--- src/hw/rtl/brkl_pkg.sv ---
// Shared types and constants for the bounded recency key list.
// Depends on nothing; every other file but brkl_ram imports it.
package brkl_pkg;

  localparam int KEY_W        = 64;
  localparam int LIMIT_W      = 7;
  localparam int OCC_W        = 7;
  localparam int CAPACITY_DEF = 64;

  localparam logic [LIMIT_W-1:0] LIMIT_RESET = 7'd64;

  localparam logic [1:0] REQ_PREPEND = 2'd0;
  localparam logic [1:0] REQ_REMOVE  = 2'd1;
  localparam logic [1:0] REQ_FIND    = 2'd2;
  localparam logic [1:0] REQ_POP     = 2'd3;

  localparam logic STATUS_OK    = 1'b0;
  localparam logic STATUS_EMPTY = 1'b1;

  typedef struct packed {
    logic [1:0]       req_type;
    logic [KEY_W-1:0] req_key;
  } req_t;

  typedef struct packed {
    logic             key_found;
    logic [KEY_W-1:0] out_key;
    logic             out_key_valid;
    logic             status;
    logic [OCC_W-1:0] occupancy;
  } rsp_t;

  // controller -> datapath
  typedef struct packed {
    logic load;
    logic cur_tail;
    logic rd_cur;
    logic step;
    logic set_found;
    logic set_out_key;
    logic set_status;
    logic unlink;
    logic rd_free;
    logic alloc_fresh;
    logic alloc_pop;
    logic link_head;
    logic ins_write;
    logic out_load;
  } cmd_t;

  // datapath -> controller
  typedef struct packed {
    logic [1:0] req_type;
    logic       need_evict;
    logic       is_empty;
    logic       walk_done;
    logic       match;
    logic       free_avail;
  } stat_t;

endpackage

--- src/hw/rtl/brkl_ctrl.sv ---
// Controller state machine: sequences one request through the datapath.
// Depends on brkl_pkg.
module brkl_ctrl (
  input  logic            clk,
  input  logic            rst_n,
  input  logic            in_valid,
  output logic            in_stall,
  output logic            out_valid,
  input  logic            out_stall,
  input  brkl_pkg::stat_t st,
  output brkl_pkg::cmd_t  cmd
);
  import brkl_pkg::*;

  typedef enum logic [3:0] {
    S_IDLE, S_DISPATCH, S_WALK_RD, S_WALK_CHK, S_EV_RD, S_EV_UNL,
    S_ALLOC, S_ALLOC_WAIT, S_LINK, S_WRITE, S_DONE
  } state_t;

  state_t state_r, state_nxt;
  logic   out_valid_r, out_valid_nxt;
  logic   out_free;

  assign out_free = !out_valid_r || !out_stall;
  assign in_stall = (state_r != S_IDLE);
  assign out_valid = out_valid_r;

  always_comb begin
    cmd           = '0;
    state_nxt     = state_r;
    out_valid_nxt = out_valid_r && out_stall;
    unique case (state_r)
      S_IDLE: begin
        if (in_valid) begin
          cmd.load  = 1'b1;
          state_nxt = S_DISPATCH;
        end
      end
      S_DISPATCH: begin
        unique case (st.req_type)
          REQ_PREPEND: begin
            if (st.need_evict) begin
              cmd.cur_tail = 1'b1;
              state_nxt    = S_EV_RD;
            end else begin
              state_nxt = S_ALLOC;
            end
          end
          REQ_REMOVE, REQ_FIND: state_nxt = S_WALK_RD;
          default: begin
            if (st.is_empty) begin
              cmd.set_status = 1'b1;
              state_nxt      = S_DONE;
            end else begin
              cmd.cur_tail = 1'b1;
              state_nxt    = S_EV_RD;
            end
          end
        endcase
      end
      S_WALK_RD: begin
        if (st.walk_done) begin
          state_nxt = S_DONE;
        end else begin
          cmd.rd_cur = 1'b1;
          state_nxt  = S_WALK_CHK;
        end
      end
      S_WALK_CHK: begin
        if (st.match) begin
          cmd.set_found = 1'b1;
          cmd.unlink    = (st.req_type == REQ_REMOVE);
          state_nxt     = S_DONE;
        end else begin
          cmd.step  = 1'b1;
          state_nxt = S_WALK_RD;
        end
      end
      S_EV_RD: begin
        cmd.rd_cur = 1'b1;
        state_nxt  = S_EV_UNL;
      end
      S_EV_UNL: begin
        cmd.set_out_key = 1'b1;
        cmd.unlink      = 1'b1;
        state_nxt       = (st.req_type == REQ_PREPEND) ? S_ALLOC : S_DONE;
      end
      S_ALLOC: begin
        if (st.free_avail) begin
          cmd.rd_free = 1'b1;
          state_nxt   = S_ALLOC_WAIT;
        end else begin
          cmd.alloc_fresh = 1'b1;
          state_nxt       = S_LINK;
        end
      end
      S_ALLOC_WAIT: begin
        cmd.alloc_pop = 1'b1;
        state_nxt     = S_LINK;
      end
      S_LINK: begin
        cmd.link_head = 1'b1;
        state_nxt     = S_WRITE;
      end
      S_WRITE: begin
        cmd.ins_write = 1'b1;
        state_nxt     = S_DONE;
      end
      S_DONE: begin
        if (out_free) begin
          cmd.out_load  = 1'b1;
          out_valid_nxt = 1'b1;
          state_nxt     = S_IDLE;
        end
      end
      default: state_nxt = S_IDLE;
    endcase
  end

  always_ff @(posedge clk) begin
    if (!rst_n) begin
      state_r     <= S_IDLE;
      out_valid_r <= 1'b0;
    end else begin
      state_r     <= state_nxt;
      out_valid_r <= out_valid_nxt;
    end
  end
endmodule

--- config.mk ---
export PLATFORM = sky130hd
export DESIGN_NAME = brkl_ctrl
export DESIGN_NICKNAME = d
export VERILOG_FILES = /design/src/hw/rtl/brkl_pkg.sv /design/src/hw/rtl/brkl_ctrl.sv
export SDC_FILE = /design/constraint.sdc
export NUM_CORES = 1
export LEC_CHECK = 0
export ABC_AREA = 1
export BUFFER_PORTS_ARGS = -buffer_cell sky130_fd_sc_hd__clkbuf_2
export CORE_MARGIN = 2
export CORE_UTILIZATION = 32
export DETAILED_ROUTE_END_ITERATION = 10
export PLACE_DENSITY = 0.7
export SYNTH_ARGS = -nofsm -noshare
export SYNTH_HDL_FRONTEND = slang
export SYNTH_SLANG_ARGS = --single-unit
--- constraint.sdc ---
create_clock -name clk -period 3 [get_ports clk]
set_input_delay 0.75 -clock clk [delete_from_list [all_inputs] [get_ports clk]]
set_output_delay 0.75 -clock clk [all_outputs]
set_load 0.05 [all_outputs]
# == Word-level counts from Yosys, hierarchy flattened ==
# Index checks and enable logic that the tools add are counted.
# word_totals
inputBits,11
regBits,5
out_inout_bits,16
elab_cells,63
# classes
n_reduce_logical,10
muxes,37
n_eq_ne,14
# op_table
cell,n
case mux 4 bit (11 select lines),1
2-to-1 mux 4 bit,7
2-to-1 mux 1 bit,22
equality test 4 x 3 -> 1 bit (second input constant),4
equality test 4 bit (second input constant),3
equality test 4 x 2 -> 1 bit (second input constant),2
case mux 4 bit (2 select lines),1
2-to-1 mux 2 bit,3
case mux 1 bit (2 select lines),3
equality test 4 x 1 -> 1 bit (second input constant),1
zero test 4 bit,1
inequality test 2 bit (second input constant),2
nonzero test 4 bit,1
OR reduction 3 bit,1
equality test 2 x 1 -> 1 bit (second input constant),1
equality test 2 bit (second input constant),1
zero test 1 bit,2
zero test 2 bit,1
AND reduction 2 bit,1
OR reduction 2 bit,1
logical AND 1 bit,1
logical OR 1 bit,1

# == Depth between registers and ports, before layout ==
# Gate-level depths: netlist (run 1).
# depth
word_depth,4
mapped_depth,9
ltp_nobuf,9

# == Least setup slack after synthesis (run 1) ==
# No wires, ideal clock.
# synth_timing
kind,input to output
startpoint,input port st[5] in the netlist's numbering
endpoint,output port cmd[12] in the netlist's numbering
required_time_ns,2.250
arrival_ns,1.952
path_slack_ns,0.298
cell_stages,4
n_path_buf,0
cell_sequence,ha_1 -> nand2_1 -> o211ai_1 -> a21oi_1
# synth_lines
item,line_no,text
from (decl),brkl_ctrl.sv:10,"input brkl_pkg::stat_t st,"
to (decl),brkl_ctrl.sv:11,output brkl_pkg::cmd_t cmd

==> results of run 1 <==
through the flow:
stage	power, mW	worst slack, ns	cell area [um^2]	hold WS, ns
final	0.6014	0.4307	719.4	0.4885
after global routing	0.6540	0.3803	719.4	0.5222
after CTS	0.6038	0.4453	719.4	0.4912
after detailed placement	0.5257	0.4487	693.2	0.4856
after global placement	0.5232	0.5049	693.2	0.4767
after floorplan	0.4366	0.2981	543.0	0.6536
critical path, delay by kind of cell:
| kind | cells | cell delay [ns] |
|---|---|---|
| AND/OR/NAND/NOR | 1 | 0.12 |
| AO/OA/AOI/OAI | 2 | 0.29 |
| buffers and inverters | 2 | 0.42 |
| adder cells (fa/ha/maj) | 1 | 0.24 |
sequential cells by signal, indices dropped and copies added, names as in the netlist:
register and count:
state_r 4, out_valid 1
synthesized netlist by cell type:
library cell / n / area (um^2)
sky130_fd_sc_hd__a21oi_1: 2 / 10.01
sky130_fd_sc_hd__a31oi_1: 1 / 6.260
sky130_fd_sc_hd__and2_2: 1 / 7.510
sky130_fd_sc_hd__clkinv_1: 1 / 3.750
sky130_fd_sc_hd__dfxtp_1: 5 / 100.1
sky130_fd_sc_hd__ha_1: 4 / 50.05
sky130_fd_sc_hd__inv_1: 18 / 67.56
sky130_fd_sc_hd__inv_2: 5 / 18.77
sky130_fd_sc_hd__nand2_1: 24 / 90.09
sky130_fd_sc_hd__nand2_2: 2 / 12.51
sky130_fd_sc_hd__nand3_1: 10 / 50.05
sky130_fd_sc_hd__nand3b_1: 1 / 7.510
sky130_fd_sc_hd__nor2_1: 13 / 48.80
sky130_fd_sc_hd__nor2_2: 2 / 12.51
sky130_fd_sc_hd__nor2_4: 2 / 22.52
sky130_fd_sc_hd__nor3_1: 2 / 10.01
sky130_fd_sc_hd__o211ai_1: 2 / 15.01
sky130_fd_sc_hd__o21ai_0: 1 / 5.000
sky130_fd_sc_hd__o21ai_1: 1 / 5.000
path summary, 6_finish.rpt:
path	startpoint	endpoint	slack [ns]	cells after the start
setup / recovery	st[5]	cmd[12]	0.43	6
hold / removal	out_valid	out_valid	0.49	2
setup reg to reg	state_r[3]	state_r[3]	1.83	7
hold reg to reg	out_valid	out_valid	0.49	2
metal layers:
metal	up-vias	track usage, %	wire length, um
li1	357	-	-
met1	296	18.60	597
met2	23	26.29	684
met3	0	1.600	75
met4	0	7.059	0
met5	-	0	0
cell families after synthesis:
kind of cell	after synthesis
AO/OA/AOI/OAI	7
AND/OR/NAND/NOR	57
adder cells (fa/ha/maj)	4
buffers and inverters	24
flip-flops	5
power by group through the flow:
stage / sequential (mW) / clock [mW] / combinational, mW
after detailed placement: 0.119 / 0 / 0.406
after floorplan: 0.115 / 0 / 0.322
after global placement: 0.118 / 0 / 0.405
after global routing: 0.123 / 0.0824 / 0.448
after CTS: 0.118 / 0.0787 / 0.407
final: 0.119 / 0.0744 / 0.408
area by class of cell:
class / instances / area (um^2)
clock buffer: 4 / 26.28
multi-input combinational: 68 / 352.8
inverter: 24 / 90.09
fill: 161 / 822.0
sequential: 5 / 100.1
tap: 16 / 20.02
timing repair buffer: 26 / 130.1
==> results by group, run 1 <==
Logic synthesis
  – Adder-cell area share of the yosys netlist: 9.217%
  – Syn Inst Count: 97
  – Simple-gate area share of the yosys netlist: 48.16%
  – Library cells used by synthesis: 19
  – Dominant combinational cell family by area after synthesis: simple AND/OR/NAND/NOR gates
  – Post-synthesis instance area: 543.0 um^2
  – FF+latch count, synth: 5
  – Yosys warning total: 0
  – Syn nets: 112
  – Area fraction in compound gates after synthesis: 7.604%
  – Sequential fraction of the synthesis area: 18.43%
  – Avg Inst Size Synth: 5.598 um^2
  – Synth Area in XOR/XNOR: 0%
  – Mux contribution to synthesized area: 0%

Cells and area
  – Leading cell type in the layout, fill and taps excluded: sky130_fd_sc_hd__clkbuf_2
  – Top library cells by usage in the layout, fill and taps aside: sky130_fd_sc_hd__clkbuf_2 (26), sky130_fd_sc_hd__nand2_1 (24), sky130_fd_sc_hd__inv_1 (18)
  – Synth-to-Final Area Change: 32.49%
  – Total Nets Final: 143
  – Core Util, Final: 46.67%
  – Antenna diodes: 0
  – Finished Layout Cells: 143
  – Share of cells above drive strength 1: 32.28%

Setup path
  – Cell seen most often among critical-path stages: sky130_fd_sc_hd__clkbuf_2
  – Critical path arrival: 1.82 ns
  – Crit Path Category: primary input to output port
  – Launching element type of the critical path: primary input
  – Slowest stage cell, crit path: sky130_fd_sc_hd__clkbuf_2
  – Required time of the critical path: 2.25 ns
  – Setup crit end kind: output port
  – Crit path max fanout: 4
  – Max incr delay on CP: 0.30 ns
  – Cell breakdown of the critical path: clkbuf_2 > ha_1 > nand2_1 > o211ai_1 > a21oi_1 > clkbuf_2

Pwr
  – Power density over the cells: 835.9 nW/um^2
  – IR drop worst, VDD: 0.0003010 V
  – Portion of total power attributed to the clock network: 12.4%
  – Standby leakage power: 0.4938 nW
  – Switch Pwr: 0.3627 mW
  – Switching part of the total power: 60.31%
  – Reg power frac: 19.8%
  – Power share of the combinational group: 67.8%
  – Internal: 0.2387 mW

Die
  – Core Footprint: 1541 um^2
  – Die boundary height: 45.20 um
  – Die Area: 2043 um^2
  – Row Count: 14
  – Initial standard-cell utilization of the core: 35.23%
  – Chip Width: 45.20 um
  – Count of boundary I/O pins: 27

GRT
  – Number of antenna violations at the first check in global routing: 0
  – Total track usage: 15.18%
  – Pin count of the biggest net entering global routing: 8
  – First-pass GRT wire length: 2.325 mm
  – GR Overflow Total: 0
  – Via count of the first global-routing pass: 598

CTS
  – Post-cts gate resize count: 0
  – Clock insertion delay at the later pin of the skew report: 0.23 ns
  – Clock Path Buffers: 2
  – CTS clk-pin slew, worst paths: 0.04 ns
  – Depth of the CTS H-tree: 1
  – Buffer cell driving the clock tree root: sky130_fd_sc_hd__clkbuf_4
  – TritonCTS clock tree: built
  – CTS buffer count: 3
  – Number of buffers inserted by hold repair at cts: 0
  – Number of post-CTS setup repair buffers: 0
  – Num Clock Sinks: 5

Drt
  – DR vias: 676
  – WL final: 1.357 mm
  – Routed wire per std cell: 9.490 um
  – DRC violations left: 0
  – Antenna Nets Post-Route: 0
  – DR iter-0 viols: 33
  – Vias per cell: 4.727
  – Initial DRT Pass Iterations: 4

Placed design
  – Final RePlAce weighted congestion: 0.8904
  – Number of buffers added on ports: 26
  – Placed Instances: 139
  – Half-perimeter wire length of the detailed placement result: 1.195 mm

Run
  – Number of maximum-capacitance violations: 0

Min path
  – Type of the tightest min-delay check: register to register

STA
  – Minimum period implied by the final worst setup slack: 2.569 ns
  – TNS Setup: 0 ns
  – Worst slew slack as a fraction of its limit: 80.88%
  – Setup-failing EPs final: 0
  – Fin Clk Skew: 0.001799 ns
  – Count of final hold-check violations: 0
  – Transition time at the pin with the least slew margin: 0.2857 ns
  – RSZ-0062 raised after global routing: no
  – Max-slew violations: 0
  – Crit share post-route: 85.64%
  – Highest clock frequency the design can meet: 0.3892 GHz

Status
  – Outcome: finished clean
No activity file was read; power rests on OpenSTA's default activity.
==> run 2: changes to the inputs <==
--- a/config.mk
+++ b/config.mk
@@ -7,10 +7,10 @@
 export LEC_CHECK = 0
 export ABC_AREA = 1
 export BUFFER_PORTS_ARGS = -buffer_cell sky130_fd_sc_hd__clkbuf_2
-export CORE_MARGIN = 2
-export CORE_UTILIZATION = 32
+export CORE_AREA = 2 2 39 41
 export DETAILED_ROUTE_END_ITERATION = 10
-export PLACE_DENSITY = 0.7
+export DIE_AREA = 0 0 41 43
+export PLACE_DENSITY = 0.83
 export SYNTH_ARGS = -nofsm -noshare
 export SYNTH_HDL_FRONTEND = slang
 export SYNTH_SLANG_ARGS = --single-unit
==> constraint.sdc (replaced) <==
create_clock -name clk -period 3 [get_ports clk]
set_input_delay 0.75 -clock clk [delete_from_list [all_inputs] [get_ports clk]]
set_output_delay 0.75 -clock clk [all_outputs]
set_load 0.005 [all_outputs]
==> run 2 against run 1 <==
Effect of this change:
- setup slack better by 0.22 ns
- clock skew rose by 0.0019 ns
- global-route usage increased by 2.5 points
- sequential share of layout area did not move
- utilization increased by 5.3 points
==> results by group, run 2 (synthesis gave the netlist of run 1 again) <==
STA
  – Setup-failing EPs final: 0 (unchanged)
  – Minimum period implied by the final worst setup slack: 2.350 ns (-0.2191 ns)
  – RSZ-0062 raised after global routing: no
  – Crit share post-route: 78.34% (-7.3 points)
  – Highest clock frequency the design can meet: 0.4255 GHz (+9.3%)
  – Post-Route Hold Slack: 0.4863 ns (-0.002246 ns)
  – Count of final hold-check violations: 0 (unchanged)
  – Max-slew violations: 0 (unchanged)
  – Fin Clk Skew: 0.003683 ns (+0.001884 ns)
  – Worst slew slack as a fraction of its limit: 81.94% (+1.1 points)
  – TNS Setup: 0 ns (unchanged)
  – Transition time at the pin with the least slew margin: 0.2698 ns (-0.01590 ns)

Run
  – Number of maximum-capacitance violations: 0 (unchanged)

Cells and area
  – Antenna diodes: 0 (unchanged)
  – Top library cells by usage in the layout, fill and taps aside: sky130_fd_sc_hd__clkbuf_2 (26), sky130_fd_sc_hd__nand2_1 (24), sky130_fd_sc_hd__inv_1 (18)
  – Leading cell type in the layout, fill and taps excluded: sky130_fd_sc_hd__clkbuf_2
  – Post-route cell area: 719.4 um^2 (unchanged)
  – Synth-to-Final Area Change: 32.49% (unchanged)
  – Total Nets Final: 143 (unchanged)
  – Top register by number of flip-flops: state_r
  – Flip-flop count of the largest register, all copies and words added: 4 (unchanged)
  – Share of cells above drive strength 1: 32.28% (unchanged)
  – Finished Layout Cells: 143 (unchanged)
  – Core Util, Final: 51.99% (+5.3 points)

Setup path
  – Crit Path Category: primary input to output port
  – Capture point of the worst path: cmd[12]
  – Critical path arrival: 1.60 ns (-0.22 ns)
  – Crit path max fanout: 4 (unchanged)
  – R2r worst-path depth: 6 (-1)
  – Register-to-register setup slack: 1.84 ns (about the same)
  – Launching element type of the critical path: primary input
  – Endpoint of the lowest-slack register-to-register path: state_r[0]
  – Required time of the critical path: 2.25 ns (about the same)
  – Setup crit end kind: output port
  – RR Startpoint: state_r[3]
  – Critical path launch point: st[5]

Drt
  – DR vias: 654 (-3.3%)
  – DRC violations left: 0 (unchanged)
  – DR iter-0 viols: 11 (-67%)
  – Initial DRT Pass Iterations: 4 (unchanged)
  – WL final: 1.306 mm (-3.8%)
  – Vias per cell: 4.573 (-3.3%)
  – Routed wire per std cell: 9.133 um (-3.8%)
  – Antenna Nets Post-Route: 0 (unchanged)

CTS
  – Post-cts gate resize count: 0 (unchanged)
  – TritonCTS clock tree: built
  – Number of buffers inserted by hold repair at cts: 0 (unchanged)
  – Clock insertion delay at the later pin of the skew report: 0.24 ns (about the same)
  – Depth of the CTS H-tree: 1 (unchanged)
  – CTS buffer count: 3 (unchanged)
  – Buffer cell driving the clock tree root: sky130_fd_sc_hd__clkbuf_4
  – Clock Path Buffers: 2 (unchanged)
  – Number of post-CTS setup repair buffers: 0 (unchanged)
  – Num Clock Sinks: 5 (unchanged)
  – CTS clk-pin slew, worst paths: 0.04 ns (about the same)

Pwr
  – Standby leakage power: 0.4938 nW (unchanged)
  – Power density over the cells: 644.5 nW/um^2 (-23%)
  – IR drop worst, VDD: 0.0003498 V (+16%)

Placed design
  – Final RePlAce weighted congestion: 0.8422 (-5.4%)
  – Placed Area: 693.2 um^2 (unchanged)
  – Half-perimeter wire length of the detailed placement result: 1.143 mm (-4.3%)
  – Number of buffers added on ports: 26 (unchanged)
  – Placed Instances: 139 (unchanged)

Die
  – Row Count: 14 (unchanged)
  – Count of boundary I/O pins: 27 (unchanged)
  – Die Area: 1763 um^2 (-14%)
  – Die boundary height: 43 um (-4.9%)
  – Chip Width: 41 um (-9.3%)
  – Initial standard-cell utilization of the core: 39.24% (+4.0 points)
  – Core Footprint: 1384 um^2 (-10%)

Min path
  – Type of the tightest min-delay check: register to register

Status
  – Outcome: finished clean

GRT
  – Total track usage: 17.67% (+2.5 points)
  – Pin count of the biggest net entering global routing: 8 (unchanged)
  – Via count of the first global-routing pass: 586 (-2.0%)
  – GR Overflow Total: 0 (unchanged)
  – First-pass GRT wire length: 2.152 mm (-7.4%)
  – Number of antenna violations at the first check in global routing: 0 (unchanged)
## run 2: cell counts in the layout (fill, tap and decap cells not counted)
No cell type changed its count.
## run 2: worst min-delay path by stage
| stage | end | slack, ns | cells past startpoint | start |
|---|---|---|---|---|
| floorplan | out_valid | 0.48 | 2 | out_valid |
| global placement | out_valid | 0.47 | 2 | out_valid |
| detailed placement | out_valid | 0.48 | 2 | out_valid |
| CTS | out_valid | 0.49 | 2 | out_valid |
| global route | out_valid | 0.54 | 2 | out_valid |
| finish | out_valid | 0.49 | 2 | out_valid |
## run 2: layout make-up
class | instances | area [um^2]
timing repair buffer | 26 | 130.1
clock buffer | 4 | 26.28
sequential | 5 | 100.1
tap | 16 | 20.02
multi-input combinational | 68 | 352.8
inverter | 24 | 90.09
fill | 156 | 664.4
## run 2: worst max-delay path: stages
cell	delay, ns
sky130_fd_sc_hd__clkbuf_2	0.12
sky130_fd_sc_hd__ha_1	0.24
sky130_fd_sc_hd__nand2_1	0.12
sky130_fd_sc_hd__o211ai_1	0.12
sky130_fd_sc_hd__a21oi_1	0.13
sky130_fd_sc_hd__clkbuf_2	0.12
## run 2: where the power goes
part           switching, mW  total (mW)  internal [mW]
clock network         0.0274      0.0777         0.0503
logic                  0.165       0.266          0.101
registers             0.0326       0.120         0.0872
total                  0.225       0.464          0.239
## run 2: metal layers
layer	track usage, %	wire length, um
met3	1.571	49
met1	20.26	544
met4	8.000	8
met5	0	0
met2	30.63	704
## run 2: through the flow
stage	setup slack (ns)	power (mW)
6_report	0.6499	0.4637
3_5_place_dp	0.6491	0.3876
5_1_grt	0.5499	0.5077
2_1_floorplan	0.9327	0.3015
4_1_cts	0.6491	0.4673
3_3_place_gp	0.6876	0.3804
==> run 3: changes to the inputs <==
--- a/config.mk
+++ b/config.mk
@@ -7,10 +7,10 @@
 export LEC_CHECK = 0
 export ABC_AREA = 1
 export BUFFER_PORTS_ARGS = -buffer_cell sky130_fd_sc_hd__clkbuf_2
-export CORE_AREA = 2 2 39 41
+export CORE_MARGIN = 2
+export CORE_UTILIZATION = 39
 export DETAILED_ROUTE_END_ITERATION = 10
-export DIE_AREA = 0 0 41 43
-export PLACE_DENSITY = 0.83
+export PLACE_DENSITY = 0.84
 export SYNTH_ARGS = -nofsm -noshare
 export SYNTH_HDL_FRONTEND = slang
 export SYNTH_SLANG_ARGS = --single-unit
==> constraint.sdc (replaced) <==
create_clock -name clk -period 2.1 [get_ports clk]
set_input_delay 0.525 -clock clk [delete_from_list [all_inputs] [get_ports clk]]
set_output_delay 0.525 -clock clk [all_outputs]
set_load 0.005 [all_outputs]
==> run 3 against run 2 <==
Effect of this change:
- non-clock buffer count unchanged
- first-iteration DRC count down 45%
- design area down 0.17%
- global-route usage about the same
- flip-flop and latch count unchanged
- critical path depth unchanged
- count of clock-buffer cells in the layout unchanged
==> results by group, run 3 (synthesis gave the netlist of run 1 again) <==
Status
  – Outcome: finished clean

Pwr
  – Power density over the cells: 924.3 nW/um^2 (+43%)
  – Post-route total power: 0.6638 mW (+43%)
  – Standby leakage power: 0.4938 nW (unchanged)
  – IR drop worst, VDD: 0.0004728 V (+35%)

CTS
  – Post-cts gate resize count: 0 (unchanged)
  – Number of post-CTS setup repair buffers: 0 (unchanged)
  – TritonCTS clock tree: built
  – CTS buffer count: 3 (unchanged)
  – Buffer cell driving the clock tree root: sky130_fd_sc_hd__clkbuf_4
  – Clock insertion delay at the later pin of the skew report: 0.24 ns (about the same)
  – Num Clock Sinks: 5 (unchanged)
  – Depth of the CTS H-tree: 1 (unchanged)
  – Number of buffers inserted by hold repair at cts: 0 (unchanged)
  – Clock Path Buffers: 2 (unchanged)
  – CTS clk-pin slew, worst paths: 0.04 ns (about the same)

Drt
  – DR vias: 671 (+2.6%)
  – DRC violations left: 0 (unchanged)
  – Routed wire per std cell: 9.437 um (+3.3%)
  – WL final: 1.340 mm (+2.6%)
  – Antenna Nets Post-Route: 0 (unchanged)
  – Initial DRT Pass Iterations: 4 (unchanged)
  – Vias per cell: 4.725 (+3.3%)
  – DR iter-0 viols: 6 (-5)

STA
  – Crit share post-route: 92.08%
  – Setup-failing EPs final: 0 (unchanged)
  – TNS Setup: 0 ns (unchanged)
  – Fin Clk Skew: 0.0004545 ns (-0.003229 ns)
  – RSZ-0062 raised after global routing: no
  – Count of final hold-check violations: 0 (unchanged)
  – Worst slew slack as a fraction of its limit: 82.29% (+0.35 points)
  – Minimum period implied by the final worst setup slack: 1.934 ns
  – Final WS setup: 0.1664 ns (-0.4835 ns)
  – Highest clock frequency the design can meet: 0.5172 GHz
  – Post-Route Hold Slack: 0.4903 ns (+0.004013 ns)
  – Transition time at the pin with the least slew margin: 0.2644 ns (-0.005405 ns)
  – Max-slew violations: 0 (unchanged)

Setup path
  – Setup crit end kind: output port
  – Required time of the critical path: 1.57 ns (-0.68 ns)
  – Crit Path Category: primary input to output port
  – WP buf/inv: 2 (unchanged)
  – Critical path arrival: 1.41 ns (-0.19 ns)
  – Max incr delay on CP: 0.24 ns (about the same)
  – Slowest stage cell, crit path: sky130_fd_sc_hd__ha_1
  – RR Startpoint: state_r[2]
  – Endpoint of the lowest-slack register-to-register path: state_r[0]
  – Cell breakdown of the critical path: clkbuf_2 > ha_1 > nand2_1 > o211ai_1 > a21oi_1 > clkbuf_2
  – Launching element type of the critical path: primary input
  – Critical path launch point: st[5]
  – R2r worst-path depth: 6 (unchanged)
  – Largest delay share family, worst path: compound AO/OA/AOI/OAI gates
  – Cell seen most often among critical-path stages: sky130_fd_sc_hd__clkbuf_2
  – Register-to-register setup slack: 0.95 ns (-0.89 ns)
  – Crit path max fanout: 4 (unchanged)

Cells and area
  – Top library cells by usage in the layout, fill and taps aside: sky130_fd_sc_hd__clkbuf_2 (26), sky130_fd_sc_hd__nand2_1 (24), sky130_fd_sc_hd__inv_1 (18)
  – Share of cells above drive strength 1: 32.28% (unchanged)
  – Total Nets Final: 143 (unchanged)
  – Leading cell type in the layout, fill and taps excluded: sky130_fd_sc_hd__clkbuf_2
  – Synth-to-Final Area Change: 32.26%
  – Antenna diodes: 0 (unchanged)
  – Flip-flop count of the largest register, all copies and words added: 4 (unchanged)
  – Top register by number of flip-flops: state_r

Min path
  – Min-delay src: out_valid
  – Number of cells on the worst hold path: 2 (unchanged)
  – Type of the tightest min-delay check: register to register
  – Min-Delay Endpoint: out_valid

Die
  – Die Area: 1707 um^2 (-3.2%)
  – Row Count: 13 (-1)
  – Die boundary height: 41.32 um (-3.9%)
  – Initial standard-cell utilization of the core: 41.73% (+2.5 points)
  – Count of boundary I/O pins: 27 (unchanged)
  – Core Footprint: 1301 um^2 (-6.0%)
  – Chip Width: 41.32 um (+0.77%)

GRT
  – Via count of the first global-routing pass: 529 (-9.7%)
  – GR Overflow Total: 0 (unchanged)
  – Number of antenna violations at the first check in global routing: 0 (unchanged)
  – Total track usage: 17.70% (+0.028 points)
  – Pin count of the biggest net entering global routing: 8 (unchanged)
  – First-pass GRT wire length: 1.945 mm (-9.6%)

Placed design
  – Half-perimeter wire length of the detailed placement result: 1.210 mm (+5.9%)
  – Final RePlAce weighted congestion: 0.8071 (-4.2%)
  – Number of buffers added on ports: 26 (unchanged)
  – Placement Setup Slack: 0.1513 ns (-0.4978 ns)

Run
  – Number of maximum-capacitance violations: 0 (unchanged)
run 3: cell type report:
class	count	area, um^2
clock buffers	4	26.28
fillers	145	583.1
inverters	24	90.09
multi-input cells	68	352.8
flip-flops and latches	5	100.1
well taps	15	18.77
repair buffers	26	130.1
run 3: worst register-to-register path, delay by kind of cell, from the launching register on:
| family | cells | cell delay (ns) |
|---|---|---|
| buf+inv | 1 | 0.07 |
| simple gates | 4 | 0.46 |
| compound gates | 1 | 0.16 |
| flops | 1 | 0.39 |
run 3: layer usage:
layer / part of all wire [%] / wire length, um / vias to the layer above / GRT usage, %
met2: 55 / 736 / 18 / 35.55
met5: 0 / 0 / - / 0
met1: 40 / 534 / 293 / 17.31
li1: - / - / 358 / -
met3: 4.3 / 58 / 2 / 4.787
met4: 0.82 / 11 / 0 / 4.839
run 3: worst max-delay path by stage:
| stage | endpoint | slack (ns) | cells past startpoint |
|---|---|---|---|
| 5_1_grt | cmd[12] | 0.04 | 6 |
| 3_5_place_dp | cmd[12] | 0.15 | 6 |
| 6_report | cmd[12] | 0.17 | 6 |
| 3_3_place_gp | cmd[12] | 0.24 | 6 |
| 4_1_cts | cmd[12] | 0.15 | 6 |
| 2_1_floorplan | cmd[12] | 0.48 | 4 |
run 3: power by group:
group	switching [mW]	leakage (nW)	total (mW)	internal (mW)
clock	0.0408	0.0150	0.113	0.0719
combinational	0.238	0.438	0.382	0.144
sequential	0.0442	0.0408	0.169	0.125
run 3: metrics by stage:
stage | std cells | util, % | cell area (um^2)
after floorplan | 97 | - | 543.0
after global placement | 138 | 53.17 | 691.9
after detailed placement | 138 | 53.17 | 691.9
after CTS | 142 | 55.19 | 718.2
after global routing | 142 | 55.19 | 718.2
final | 142 | 55.19 | 718.2
